### src/rtl/core/hrp_pkg.sv
// Shared types, character constants and byte classifiers for the HTTP request header parser.
`default_nettype none

package hrp_pkg;

    // Default accumulator width for the version numbers
    localparam int unsigned VERSION_BITS_DEF = 8;

    // Character codes used by the parser
    localparam logic [7:0] CH_TAB   = 8'h09;
    localparam logic [7:0] CH_LF    = 8'h0A;
    localparam logic [7:0] CH_CR    = 8'h0D;
    localparam logic [7:0] CH_SP    = 8'h20;
    localparam logic [7:0] CH_DOT   = 8'h2E;
    localparam logic [7:0] CH_SLASH = 8'h2F;
    localparam logic [7:0] CH_0     = 8'h30;
    localparam logic [7:0] CH_9     = 8'h39;
    localparam logic [7:0] CH_COLON = 8'h3A;
    localparam logic [7:0] CH_H     = 8'h48;
    localparam logic [7:0] CH_P     = 8'h50;
    localparam logic [7:0] CH_T     = 8'h54;
    localparam logic [7:0] CH_DEL   = 8'h7F;
    localparam logic [7:0] CTL_MAX  = 8'h1F;

    typedef enum logic [4:0] {
        ST_METHOD_START = 5'd0,
        ST_METHOD       = 5'd1,
        ST_URI          = 5'd2,
        ST_VER_H        = 5'd3,
        ST_VER_T1       = 5'd4,
        ST_VER_T2       = 5'd5,
        ST_VER_P        = 5'd6,
        ST_VER_SLASH    = 5'd7,
        ST_MAJOR_START  = 5'd8,
        ST_MAJOR        = 5'd9,
        ST_MINOR_START  = 5'd10,
        ST_MINOR        = 5'd11,
        ST_NL1          = 5'd12,
        ST_LINE_START   = 5'd13,
        ST_LWS          = 5'd14,
        ST_NAME         = 5'd15,
        ST_SPACE_VALUE  = 5'd16,
        ST_VALUE        = 5'd17,
        ST_NL2          = 5'd18,
        ST_NL3          = 5'd19
    } t_parse_state;

    typedef enum logic [1:0] {
        STAT_PENDING = 2'd0,
        STAT_GOOD    = 2'd1,
        STAT_BAD     = 2'd2
    } t_status;

    typedef enum logic [2:0] {
        ROLE_NONE   = 3'd0,
        ROLE_METHOD = 3'd1,
        ROLE_URI    = 3'd2,
        ROLE_NAME   = 3'd3,
        ROLE_VALUE  = 3'd4
    } t_role;

    // Input transaction
    typedef struct packed {
        logic [7:0] data_byte;
        logic       restart;
    } t_hrp_in;

    // Result transaction
    typedef struct packed {
        t_status    status;
        t_role      byte_role;
        logic       header_start;
        logic [7:0] echo_byte;
        logic [7:0] major_version;
        logic [7:0] minor_version;
    } t_hrp_out;

    // Parser control context carried between the state registers and the step logic
    typedef struct packed {
        t_parse_state state;
        logic         hdr_seen;
    } t_hrp_ctx;

    // Control characters: 0..31 and DEL
    function automatic logic is_ctl(input logic [7:0] b);
        return (b <= CTL_MAX) || (b == CH_DEL);
    endfunction

    // Token separators
    function automatic logic is_sep(input logic [7:0] b);
        logic r;
        case (b)
            8'h28, 8'h29, 8'h3C, 8'h3E, 8'h40,
            8'h2C, 8'h3B, 8'h3A, 8'h5C, 8'h22,
            8'h2F, 8'h5B, 8'h5D, 8'h3F, 8'h3D,
            8'h7B, 8'h7D, 8'h20, 8'h09: r = 1'b1;
            default:                    r = 1'b0;
        endcase
        return r;
    endfunction

    // Token character: 7-bit, neither control nor separator
    function automatic logic is_token(input logic [7:0] b);
        return !b[7] && !is_ctl(b) && !is_sep(b);
    endfunction

    function automatic logic is_digit(input logic [7:0] b);
        return (b >= CH_0) && (b <= CH_9);
    endfunction

endpackage

`default_nettype wire

### src/rtl/core/http_request_header_parser_top.sv
// Top level of the byte-at-a-time HTTP/1.x request header parser.
//
// Usage: stream request bytes on the input channel (valid/ready), one byte per
// transaction, with restart set on the first byte of a new request to return
// the parser to the method start. Each input transaction yields exactly one
// result transaction carrying status (pending, good, bad), the byte's role,
// a header start flag, the echoed byte and the running version numbers.
// Path: an input register, then the state step and a result register.
// Throughput is one byte per cycle while the receiver does not stall; the
// parser state updates as a byte moves from the input register to the
// result register.
// Reset (synchronous, active low) empties both registers and returns the
// parser to the method start with the version numbers at zero. When the
// receiver stalls, the result register holds, the input register fills, and
// input ready drops once both are occupied; no transaction is lost.
`default_nettype none

module http_request_header_parser_top #(
    parameter int unsigned VERSION_BITS = hrp_pkg::VERSION_BITS_DEF
) (
    input  wire logic              i_clk,
    input  wire logic              i_rst_n,
    input  wire logic              i_in_valid,
    output logic                   o_in_ready,
    input  wire hrp_pkg::t_hrp_in  i_in_data,
    output logic                   o_out_valid,
    input  wire logic              i_out_ready,
    output hrp_pkg::t_hrp_out      o_out_data
);
    import hrp_pkg::*;

    localparam int unsigned AW = VERSION_BITS + 4;

    logic                    r_in_valid;
    t_hrp_in                 r_in;
    logic                    r_out_valid;
    t_hrp_out                r_out;
    t_hrp_ctx                r_ctx;
    logic [VERSION_BITS-1:0] r_major;
    logic [VERSION_BITS-1:0] r_minor;

    t_hrp_ctx                n_ctx;
    logic [VERSION_BITS-1:0] n_major;
    logic [VERSION_BITS-1:0] n_minor;
    t_status                 n_status;
    t_role                   n_role;
    logic                    n_hs;
    logic                    advance;
    logic                    fire;
    logic [AW-1:0]           major_ext;
    logic [AW-1:0]           minor_ext;

    assign advance    = !r_out_valid || i_out_ready;
    assign fire       = r_in_valid && advance;
    assign o_in_ready = !r_in_valid || advance;

    hrp_step #(
        .VERSION_BITS (VERSION_BITS)
    ) u_step (
        .i_byte         (r_in.data_byte),
        .i_restart      (r_in.restart),
        .i_ctx          (r_ctx),
        .i_major        (r_major),
        .i_minor        (r_minor),
        .o_ctx          (n_ctx),
        .o_major        (n_major),
        .o_minor        (n_minor),
        .o_status       (n_status),
        .o_role         (n_role),
        .o_header_start (n_hs)
    );

    assign major_ext = {{4{1'b0}}, n_major};
    assign minor_ext = {{4{1'b0}}, n_minor};

    // Capture an input transaction
    always_ff @(posedge i_clk) begin
        if (!i_rst_n) begin
            r_in_valid <= 1'b0;
        end else if (o_in_ready) begin
            r_in_valid <= i_in_valid;
        end
        if (i_in_valid && o_in_ready) begin
            r_in <= i_in_data;
        end
    end

    // Advance the parser state as the byte moves to the result register
    always_ff @(posedge i_clk) begin
        if (!i_rst_n) begin
            r_ctx.state    <= ST_METHOD_START;
            r_ctx.hdr_seen <= 1'b0;
            r_major        <= '0;
            r_minor        <= '0;
        end else if (fire) begin
            r_ctx   <= n_ctx;
            r_major <= n_major;
            r_minor <= n_minor;
        end
    end

    // Load the result register
    always_ff @(posedge i_clk) begin
        if (!i_rst_n) begin
            r_out_valid <= 1'b0;
        end else if (advance) begin
            r_out_valid <= r_in_valid;
        end
        if (fire) begin
            r_out.status        <= n_status;
            r_out.byte_role     <= n_role;
            r_out.header_start  <= n_hs;
            r_out.echo_byte     <= r_in.data_byte;
            r_out.major_version <= major_ext[7:0];
            r_out.minor_version <= minor_ext[7:0];
        end
    end

    assign o_out_valid = r_out_valid;
    assign o_out_data  = r_out;

`ifndef SYNTHESIS
    // A bad byte carries no role and no header start
    a_bad_clean: assert property (@(posedge i_clk) disable iff (!i_rst_n)
        (o_out_valid && (o_out_data.status == STAT_BAD)) |->
        ((o_out_data.byte_role == ROLE_NONE) && !o_out_data.header_start))
        else $error("bad result carries a role or header start");

    // Header start only on a header name byte
    a_hs_name: assert property (@(posedge i_clk) disable iff (!i_rst_n)
        (o_out_valid && o_out_data.header_start) |->
        (o_out_data.byte_role == ROLE_NAME))
        else $error("header start without header name role");

    // Completion is reported only on a line feed
    a_good_lf: assert property (@(posedge i_clk) disable iff (!i_rst_n)
        (o_out_valid && (o_out_data.status == STAT_GOOD)) |->
        (o_out_data.echo_byte == CH_LF))
        else $error("good status on a byte other than LF");

    // An empty result register never blocks the input side
    a_ready_free: assert property (@(posedge i_clk) disable iff (!i_rst_n)
        !o_out_valid |-> o_in_ready)
        else $error("input stalled with empty result register");
`endif

endmodule

`default_nettype wire

### src/rtl/core/hrp_step.sv
// Per-byte next-state, version accumulation and result decode for the request parser.
`default_nettype none

module hrp_step #(
    parameter int unsigned VERSION_BITS = hrp_pkg::VERSION_BITS_DEF
) (
    input  wire logic [7:0]              i_byte,
    input  wire logic                    i_restart,
    input  wire hrp_pkg::t_hrp_ctx       i_ctx,
    input  wire logic [VERSION_BITS-1:0] i_major,
    input  wire logic [VERSION_BITS-1:0] i_minor,
    output hrp_pkg::t_hrp_ctx            o_ctx,
    output logic [VERSION_BITS-1:0]      o_major,
    output logic [VERSION_BITS-1:0]      o_minor,
    output hrp_pkg::t_status             o_status,
    output hrp_pkg::t_role               o_role,
    output logic                         o_header_start
);
    import hrp_pkg::*;

    // Wide enough for acc*10+9 before saturation
    localparam int unsigned AW = VERSION_BITS + 4;
    localparam logic [AW-1:0] VMAX = {{4{1'b0}}, {VERSION_BITS{1'b1}}};

    t_parse_state            cur_state;
    logic                    cur_seen;
    logic [VERSION_BITS-1:0] cur_major;
    logic [VERSION_BITS-1:0] cur_minor;
    t_parse_state            nx_state;
    logic                    nx_seen;
    logic                    ok;
    logic                    sp_or_tab;
    t_status                 st_raw;
    t_role                   role_raw;
    logic                    hs_raw;

    // Saturating decimal accumulate: acc*10 + digit
    function automatic logic [VERSION_BITS-1:0] sat_acc(
        input logic [VERSION_BITS-1:0] acc,
        input logic [7:0]              b
    );
        logic [AW-1:0] ext;
        logic [AW-1:0] sum;
        ext = {{4{1'b0}}, acc};
        sum = (ext << 3) + (ext << 1) + AW'(b - CH_0);
        return (sum > VMAX) ? VERSION_BITS'(VMAX) : sum[VERSION_BITS-1:0];
    endfunction

    // Apply restart before the byte is consumed
    assign cur_state = i_restart ? ST_METHOD_START : i_ctx.state;
    assign cur_seen  = i_restart ? 1'b0 : i_ctx.hdr_seen;
    assign cur_major = i_restart ? '0 : i_major;
    assign cur_minor = i_restart ? '0 : i_minor;
    assign sp_or_tab = (i_byte == CH_SP) || (i_byte == CH_TAB);

    // Next state and byte acceptance
    always_comb begin
        nx_state = cur_state;
        nx_seen  = cur_seen;
        ok       = 1'b1;
        unique case (cur_state)
            ST_METHOD_START: begin
                if (is_token(i_byte)) nx_state = ST_METHOD;
                else ok = 1'b0;
            end
            ST_METHOD: begin
                if (i_byte == CH_SP) nx_state = ST_URI;
                else if (!is_token(i_byte)) ok = 1'b0;
            end
            ST_URI: begin
                if (i_byte == CH_SP) nx_state = ST_VER_H;
                else if (is_ctl(i_byte)) ok = 1'b0;
            end
            ST_VER_H: begin
                if (i_byte == CH_H) nx_state = ST_VER_T1;
                else ok = 1'b0;
            end
            ST_VER_T1: begin
                if (i_byte == CH_T) nx_state = ST_VER_T2;
                else ok = 1'b0;
            end
            ST_VER_T2: begin
                if (i_byte == CH_T) nx_state = ST_VER_P;
                else ok = 1'b0;
            end
            ST_VER_P: begin
                if (i_byte == CH_P) nx_state = ST_VER_SLASH;
                else ok = 1'b0;
            end
            ST_VER_SLASH: begin
                if (i_byte == CH_SLASH) nx_state = ST_MAJOR_START;
                else ok = 1'b0;
            end
            ST_MAJOR_START: begin
                if (is_digit(i_byte)) nx_state = ST_MAJOR;
                else ok = 1'b0;
            end
            ST_MAJOR: begin
                if (i_byte == CH_DOT) nx_state = ST_MINOR_START;
                else if (!is_digit(i_byte)) ok = 1'b0;
            end
            ST_MINOR_START: begin
                if (is_digit(i_byte)) nx_state = ST_MINOR;
                else ok = 1'b0;
            end
            ST_MINOR: begin
                if (i_byte == CH_CR) nx_state = ST_NL1;
                else if (!is_digit(i_byte)) ok = 1'b0;
            end
            ST_NL1: begin
                if (i_byte == CH_LF) nx_state = ST_LINE_START;
                else ok = 1'b0;
            end
            ST_LINE_START: begin
                if (i_byte == CH_CR) nx_state = ST_NL3;
                else if (cur_seen && sp_or_tab) nx_state = ST_LWS;
                else if (is_token(i_byte)) begin
                    nx_state = ST_NAME;
                    nx_seen  = 1'b1;
                end else ok = 1'b0;
            end
            ST_LWS: begin
                if (i_byte == CH_CR) nx_state = ST_NL2;
                else if (sp_or_tab) nx_state = ST_LWS;
                else if (is_ctl(i_byte)) ok = 1'b0;
                else nx_state = ST_VALUE;
            end
            ST_NAME: begin
                if (i_byte == CH_COLON) nx_state = ST_SPACE_VALUE;
                else if (!is_token(i_byte)) ok = 1'b0;
            end
            ST_SPACE_VALUE: begin
                if (i_byte == CH_SP) nx_state = ST_VALUE;
                else ok = 1'b0;
            end
            ST_VALUE: begin
                if (i_byte == CH_CR) nx_state = ST_NL2;
                else if (is_ctl(i_byte)) ok = 1'b0;
            end
            ST_NL2: begin
                if (i_byte == CH_LF) nx_state = ST_LINE_START;
                else ok = 1'b0;
            end
            ST_NL3: begin
                if (i_byte != CH_LF) ok = 1'b0;
            end
            default: begin
                ok = 1'b0;
            end
        endcase
    end

    // Hold the state on a bad byte (restart still takes effect)
    always_comb begin
        o_ctx.state    = ok ? nx_state : cur_state;
        o_ctx.hdr_seen = ok ? nx_seen : cur_seen;
    end

    // Version accumulators: clear on the slash, accumulate digits
    always_comb begin
        o_major = cur_major;
        o_minor = cur_minor;
        case (cur_state) inside
            ST_VER_SLASH: begin
                if (i_byte == CH_SLASH) begin
                    o_major = '0;
                    o_minor = '0;
                end
            end
            ST_MAJOR_START, ST_MAJOR: begin
                if (is_digit(i_byte)) o_major = sat_acc(cur_major, i_byte);
            end
            ST_MINOR_START, ST_MINOR: begin
                if (is_digit(i_byte)) o_minor = sat_acc(cur_minor, i_byte);
            end
            default: begin
                o_major = cur_major;
            end
        endcase
    end

    // Byte role, header start and completion decode
    always_comb begin
        st_raw   = STAT_PENDING;
        role_raw = ROLE_NONE;
        hs_raw   = 1'b0;
        unique case (cur_state)
            ST_METHOD_START: role_raw = ROLE_METHOD;
            ST_METHOD: begin
                if (is_token(i_byte)) role_raw = ROLE_METHOD;
            end
            ST_URI: begin
                if ((i_byte != CH_SP) && !is_ctl(i_byte)) role_raw = ROLE_URI;
            end
            ST_LINE_START: begin
                if (is_token(i_byte)) begin
                    role_raw = ROLE_NAME;
                    hs_raw   = 1'b1;
                end
            end
            ST_LWS: begin
                if ((i_byte != CH_SP) && !is_ctl(i_byte)) role_raw = ROLE_VALUE;
            end
            ST_NAME: begin
                if (is_token(i_byte)) role_raw = ROLE_NAME;
            end
            ST_VALUE: begin
                if (!is_ctl(i_byte)) role_raw = ROLE_VALUE;
            end
            ST_NL3: st_raw = STAT_GOOD;
            default: role_raw = ROLE_NONE;
        endcase
    end

    // Drop role and header start on a bad byte
    assign o_status       = ok ? st_raw : STAT_BAD;
    assign o_role         = ok ? role_raw : ROLE_NONE;
    assign o_header_start = ok && hs_raw;

endmodule

`default_nettype wire
### config.mk
export PLATFORM = sky130hd
export DESIGN_NAME = http_request_header_parser_top
export DESIGN_NICKNAME = d
export VERILOG_FILES = /design/src/rtl/core/hrp_pkg.sv /design/src/rtl/core/http_request_header_parser_top.sv /design/src/rtl/core/hrp_step.sv
export SDC_FILE = /design/constraint.sdc
export NUM_CORES = 1
export LEC_CHECK = 0
export BUFFER_PORTS_ARGS = -buffer_cell sky130_fd_sc_hd__clkbuf_2
export CAP_MARGIN = 40
export CORE_MARGIN = 5
export CORE_UTILIZATION = 58
export DETAILED_ROUTE_END_ITERATION = 16
export PLACE_DENSITY = 0.9
export RECOVER_POWER = 50
export SLEW_MARGIN = 30
export SYNTH_ARGS = -nofsm -noshare
export SYNTH_HDL_FRONTEND = slang
export SYNTH_SLANG_ARGS = --single-unit
### constraint.sdc
create_clock -name i_clk -period 6.2 [get_ports i_clk]
set_clock_uncertainty 0.1 [all_clocks]
set_input_delay 0.62 -clock i_clk [delete_from_list [all_inputs] [get_ports i_clk]]
set_output_delay 0.62 -clock i_clk [all_outputs]
set_load 0.05 [all_outputs]
==> results of run 1 <==
==> sequential cells by signal (all words and copies together), names as in the netlist <==
register and count:
r_ctx 6, r_major 8, r_in_valid 1, o_out_valid 1, r_in 9, o_out_data 30, r_minor 8
==> worst register-to-register path, delay by kind of cell, from the launching register on <==
kind | cells | cell delay [ns]
adders and majority gates | 2 | 1.05
buffers and inverters | 2 | 0.71
muxes | 1 | 0.29
AOI/OAI and AO/OA | 7 | 1.41
and+or+nand+nor | 1 | 0.30
DFF | 1 | 0.83
==> cell type report <==
type	count	share of cell area
clock buffers	10	0.02422
flip-flops and latches	63	0.2906
multi-input cells	447	0.5760
clock inverters	6	0.01893
well taps	108	0.02378
inverters	43	0.02840
repair buffers	50	0.03809
==> worst min-delay path by stage <==
stage,from,endpoint,slack (ns)
3_3_place_gp,r_minor[3],r_minor[3],0.35
2_1_floorplan,r_in[8],o_out_data[23],0.32
6_report,i_in_data[1],r_in[1],0.35
5_1_grt,i_in_data[1],r_in[1],0.34
3_5_place_dp,r_minor[3],r_minor[3],0.37
4_1_cts,i_in_data[1],r_in[1],0.34
==> through the flow <==
stage | hold WS [ns] | total power, W
final | 0.3452 | 0.001178
after global routing | 0.3401 | 0.001219
after CTS | 0.3436 | 0.001178
after detailed placement | 0.3659 | 0.0007331
after global placement | 0.3522 | 0.0007210
after floorplan | 0.3206 | 0.0006773
==> power breakdown <==
group | internal, W | total (W) | switching (W)
Combinational | 0.0000746 | 0.000233 | 0.000159
Clock | 0.000277 | 0.000451 | 0.000174
Sequential | 0.000467 | 0.000494 | 0.0000271
==> placed cells by master (no fill, tap or decap), types with 5 or more instances in the layout <==
master | netlist | layout
nand2_1 | 65 | 65
inv_1 | 43 | 43
nor2_1 | 39 | 39
edfxtp_1 | 39 | 39
clkbuf_1 | 18 | 35
o21ai_0 | 34 | 34
a21oi_1 | 32 | 32
ha_1 | 30 | 30
dfxtp_1 | 24 | 24
nand3_1 | 16 | 16
nor2b_1 | 15 | 15
fa_1 | 14 | 14
o21ai_1 | 12 | 12
clkbuf_2 | 1 | 11
a31oi_1 | 10 | 10
clkbuf_8 | 0 | 10
nand4_1 | 8 | 8
a211oi_1 | 8 | 8
nand2b_1 | 8 | 8
xnor2_1 | 7 | 7
o211ai_1 | 7 | 7
and3_1 | 7 | 7
nor3_1 | 6 | 6
nor4_1 | 6 | 6
o221ai_2 | 6 | 6
o22ai_1 | 5 | 5
and2_1 | 6 | 5
==> metal layers <==
metal  vias up  GRT usage  part of all wire
met4         0     0.1518             0.059
met2       368     0.4563              0.47
met1      2322     0.3422              0.37
met3        83    0.03973             0.095
met5         -          0                 0
li1       2226          -                 -
==> cells by family after synthesis <==
logic type,after synthesis
XOR/XNOR,10
adder cells (fa/ha/maj),44
AND/OR/NAND/NOR,216
AO/OA/AOI/OAI,175
buffers and inverters,79
flip-flops,63
multiplexers,2
==> flow_summary.ini, run 1 <==
[worst_setup_path]
critical-path-top-delay-family = compound AO/OA/AOI/OAI gates
endpoint = r_minor[4]
crit_chain = inv_1 -> nand2_1 -> inv_1 -> fa_1 -> fa_1 -> a211oi_1 -> o21ai_0 -> a21oi_1 -> mux2i_1 -> o2111ai_4 -> o21ai_1 -> a211oi_1 -> o21a_1
worstReg2RegEnd = r_minor[4]
worstPathArrival_ns = 4.93
critical_path.reg2reg.startpoint = r_in[0]
worstSetupStartpoint = r_in[0]
critical_path.endpoint_type = flip-flop
crit_path_max_fanout = 22
worst_ep_required_ns = 6.32
worst_case_register_to_register_setup_slack_ns = 1.39
cpPeakStageDelay_ns = 0.83
logic_depth_of_the_worst_path_buffers_included = 13
crit_type = reg2reg
timing.critical_path.from_type = flip-flop
critical_path.n_buffers_inverters = 2
rr_worst_depth = 13
critical-path-slowest-cell = edfxtp_1

[final_layout]
final-seq-area_um2 = 1652
syn2layout_area_growth_pct = 7.503
final_core_util = 0.6454
num_antenna_cells = 0
area_used_by_multi_input_combinational_logic_um2 = 3273
final.fill_count = 707
final_area_um2 = 5683
share_of_cells_above_drive_strength_1 = 0.1018
layout.cells.non_filler = 727
layout.nets = 671

[sta]
timing.final.crit_period_ns = 4.812
final.period_utilization = 0.7762
post-route-worst-setup-slack_ns = 1.388
fmax_ghz = 0.2078
rsz0062_at_grt = false
timing.max_slew.rel_slack = -0.2300
setup_tns_ns = 0
tightestPinTransition_ns = 1.845
report.final.slew_viol_count = 35
timing.final.setup_violations = 0
finalHoldViolCount = 0

[synth]
synth-compound-area-share = 0.2436
synth.distinct_cells = 86
synth.avg_cell_area_um2 = 8.975
asyncSetResetFlopFracSynth = 0
ys_seq_elements = 63
synth-adder-area-share = 0.1240
synth_top_area_share = 0.2215
portion_of_netlist_area_occupied_by_mux_cells = 0.003787
seq_area_frac_synth = 0.3124
synth_cells = 589
synth_ff_type = edfxtp_1
count_of_flip_flops_with_a_built_in_enable_after_synthesis = 39
yosys_warns = 0
post-synth-top-count-cell = nand2_1
leading_post_synthesis_cells_by_instance_count = nand2_1, inv_1, edfxtp_1, nor2_1, o21ai_0
mappedNetlistNets = 646
synth-xor-area-share = 0.01657
post_synth_instance_area_um2 = 5286
yosysTopAreaCell = edfxtp_1
post_synth_main_area_contributors = edfxtp_1, dfxtp_1, ha_1
dominant_combinational_cell_family_by_area_after_synthesis = compound AO/OA/AOI/OAI gates
yosys.area_share.simple = 0.2312

[hold_path]
worstHoldPathType = in2reg
hold_path_depth = 1

[clock_network]
cts_root_buf = clkbuf_8
postCtsHoldBufs = 0
htree_num_levels = 3
clock_tree_from_tritoncts = yes
cts.sinks = 63
insertion_delay_ns = 0.35
cts_made_buffers = 9
cts_buffer_depth = 2
cts_setup_buffers = 0
worst_setup_hold_path_clk_slew_ns = 0.09
post_cts_resized = 0

[placed_design]
port-buffer-count = 44
routability_congestion_estimate = 0.9877
numPlacedInstances = 711
detailedPlacementHpwl_um = 11140
place_area_um2 = 5499
dp_worst_setup_slack_ns = 1.582

[floorplan]
fp.coreArea_um2 = 8806
rows = 34
floorplan.initialDensity = 0.6003
design.die.area_um2 = 11120
die-height_um = 105.5
die_width_um = 105.5
floorplan.io_pins = 45

[grt]
grt_first_pass_wirelength_um = 24940
grt_ovf = 0
maximum_number_of_pins_on_one_net_before_global_route_repair = 35
number_of_global_route_vias_before_repair = 4884
grt_usage = 0.2743
antenna_found_initial = 0

[power_and_ir_drop]
power.ir.vdd_worst_mv = 0.1268
power.leakage_nw = 2.293
power.density_nw_per_um2 = 207.2

[outcome]
run_status = complete, but fails checks
violations = capacitance limit, slew limit

[routing]
first_iter_violations = 622
drc = 0
avgViaCountPerCell = 6.876
drt-wirelength-per-cell_um = 21.06
finalWirelength_um = 15310
drt_first_pass_iters = 6
route.antenna.remaining_nets = 0
via_total_after_detailed_routing = 4999

[flow_run]
max_cap_viol_count = 1
Power figures use the tool's default switching activity.
==> inputs of run 2 (changes only) <==
--- a/config.mk
+++ b/config.mk
@@ -8,9 +8,9 @@
 export BUFFER_PORTS_ARGS = -buffer_cell sky130_fd_sc_hd__clkbuf_2
 export CAP_MARGIN = 40
 export CORE_MARGIN = 5
-export CORE_UTILIZATION = 58
+export CORE_UTILIZATION = 55
 export DETAILED_ROUTE_END_ITERATION = 16
-export PLACE_DENSITY = 0.9
+export PLACE_DENSITY = 0.89
 export RECOVER_POWER = 50
 export SLEW_MARGIN = 30
 export SYNTH_ARGS = -nofsm -noshare
==> constraint.sdc (replaced) <==
create_clock -name i_clk -period 4.35 [get_ports i_clk]
set_clock_uncertainty 0.1 [all_clocks]
set_input_delay 0.435 -clock i_clk [delete_from_list [all_inputs] [get_ports i_clk]]
set_output_delay 0.435 -clock i_clk [all_outputs]
set_load 0.05 [all_outputs]
==> run 2 against run 1 <==
Effect of this change: the run now ends clean; cell count is 4.7% higher; via count is 1.8% lower; register-to-register slack worse by 0.93 ns; global-route usage is 0.13 points higher; flip-flop and latch count stayed put; largest power group unchanged; utilization is 2.5 points lower; clock power is 33% higher; total power is 39% higher; hold slack worse by 0.19 ns; first-iteration DRC count is 37% lower.
==> flow_summary.ini, run 2 (synthesized netlist as in run 1, its figures left out) <==
[outcome]
run_status = finished, final reports clean

[worst_setup_path]
crit_chain = ha_1 -> xor2_1 -> fa_1 -> inv_1 -> ha_1 -> o21ai_0 -> o21ai_0 -> a21oi_1 -> mux2i_1 -> o2111ai_4 -> o21ai_1 -> a21oi_1
cpPeakStageDelay_ns = 0.62
crit_path_max_fanout = 8
critical_path.endpoint_type = flip-flop
crit_type = reg2reg
timing.critical_path.from_type = flip-flop
critical-path-slowest-cell = edfxtp_1
worstPathArrival_ns = 3.88
worst_ep_required_ns = 4.33

[power_and_ir_drop]
netSwitchingFraction = 0.3257
power.ir.vdd_worst_mv = 0.1803
power.density_nw_per_um2 = 283.6
power.clock.fraction = 0.366
power.leakage_nw = 2.348
total_switching_power_w = 0.0005346
power.share.sequential = 0.423
comb_power_share = 0.211
cell_internal_pwr_w = 0.001107
total_power_w = 0.001641

[floorplan]
fp.coreArea_um2 = 9328
die-height_um = 108.0
die_width_um = 108.0
floorplan.io_pins = 45
floorplan.initialDensity = 0.5667
design.die.area_um2 = 11670
rows = 35

[clock_network]
clock_tree_from_tritoncts = yes
post_cts_resized = 0
cts_made_buffers = 9
cts.sinks = 63
postCtsHoldBufs = 0
cts_root_buf = clkbuf_8
cts_setup_buffers = 0
insertion_delay_ns = 0.35
htree_num_levels = 3
worst_setup_hold_path_clk_slew_ns = 0.08
cts_buffer_depth = 2

[placed_design]
routability_congestion_estimate = 0.9990
port-buffer-count = 44
detailedPlacementHpwl_um = 11340

[sta]
timing.final.crit_period_ns = 3.890
setup_tns_ns = 0
timing.final.setup_violations = 0
final.period_utilization = 0.8943
rsz0062_at_grt = false
timing.max_slew.rel_slack = 0.3879
fmax_ghz = 0.2570
tightestPinTransition_ns = 0.9182
finalHoldViolCount = 0
report.final.slew_viol_count = 0

[final_layout]
final_common_cell = nand2_1
share_of_cells_above_drive_strength_1 = 0.1203
num_antenna_cells = 0
area_used_by_multi_input_combinational_logic_um2 = 3273
layout.nets = 684
largest_register_ffs = 30
final.fill_count = 815
layout_common_cells = nand2_1, inv_1, nor2_1, edfxtp_1, clkbuf_1
final-seq-area_um2 = 1652
syn2layout_area_growth_pct = 9.467

[grt]
grt_first_pass_wirelength_um = 25180
grt_ovf = 0
maximum_number_of_pins_on_one_net_before_global_route_repair = 39
number_of_global_route_vias_before_repair = 4823
grt_usage = 0.2756
antenna_found_initial = 0

[hold_path]
worstHoldPathType = in2reg

[routing]
drt-wirelength-per-cell_um = 20.10
avgViaCountPerCell = 6.449
via_total_after_detailed_routing = 4908
top_layer = met4
drt_first_pass_iters = 5
wirelength_met1_um = 6280
finalWirelength_um = 15290
drc = 0
first_iter_violations = 389
route.antenna.remaining_nets = 0
detailed_routed_wire_length_on_met3_um = 1321
met2_length_um = 7343

[flow_run]
max_cap_viol_count = 0
[run 2: cell types whose count changed in the layout (fill, tap and decap cells not counted), sizes merged]
| cell | delta |
|---|---|
| inv | +4 |
| clkinv | -2 |
| bufinv | -1 |
| buf | +11 |
| clkbuf | +1 |
[run 2: final cells by class]
cell class	count	share of cell area
repair buffers	63	0.05449
clock inverters	7	0.01730
clock buffers	9	0.02141
well taps	129	0.02789
inverters	43	0.02789
multi-input cells	447	0.5656
flip-flops and latches	63	0.2854
[run 2: power by group through the flow]
| stage | clock [W] | combinational, W | sequential (W) |
|---|---|---|---|
| 5_1_grt | 0.000631 | 0.000378 | 0.000698 |
| 4_1_cts | 0.000601 | 0.000341 | 0.000697 |
| 2_1_floorplan | 0 | 0.000226 | 0.000739 |
| 3_3_place_gp | 0 | 0.000327 | 0.000709 |
| 6_report | 0.000600 | 0.000347 | 0.000694 |
| 3_5_place_dp | 0 | 0.000338 | 0.000710 |
[run 2: final timing paths]
kind,cells past startpoint,from,slack [ns],to
setup / recovery,12,r_in[5],0.46,o_out_data[2]
hold / removal,1,i_in_data[2],0.16,r_in[2]
setup reg to reg,12,r_in[5],0.46,o_out_data[2]
hold reg to reg,2,r_minor[3],0.39,r_minor[3]
[run 2: critical path: cells and delay by family (launching register included)]
| kind | cells | cell delay [ns] |
|---|---|---|
| adders and majority gates | 3 | 1.20 |
| AOI/OAI and AO/OA | 6 | 0.94 |
| DFF | 1 | 0.62 |
| xor gates and xnor gates | 1 | 0.40 |
| muxes | 1 | 0.29 |
| buffers and inverters | 1 | 0.07 |
[run 2: stage by stage]
stage | hold slack, ns | utilization | area, um2 | setup WS, ns | instances
3_5_place_dp | 0.3771 | 0.6011 | 5607 | 0.4758 | 744
2_1_floorplan | 0.3206 | - | 5286 | 0.3313 | 589
3_3_place_gp | 0.3566 | 0.5999 | 5595 | 0.5663 | 743
6_report | 0.1552 | 0.6204 | 5787 | 0.4596 | 761
5_1_grt | 0.1363 | 0.6204 | 5787 | 0.1539 | 761
4_1_cts | 0.1451 | 0.6251 | 5831 | 0.4566 | 760
[run 2: routing by layer]
layer | GRT usage | vias up
met2 | 0.4543 | 265
met3 | 0.04119 | 28
met1 | 0.3738 | 2363
li1 | - | 2252
met4 | 0.08927 | 0
met5 | 0 | -
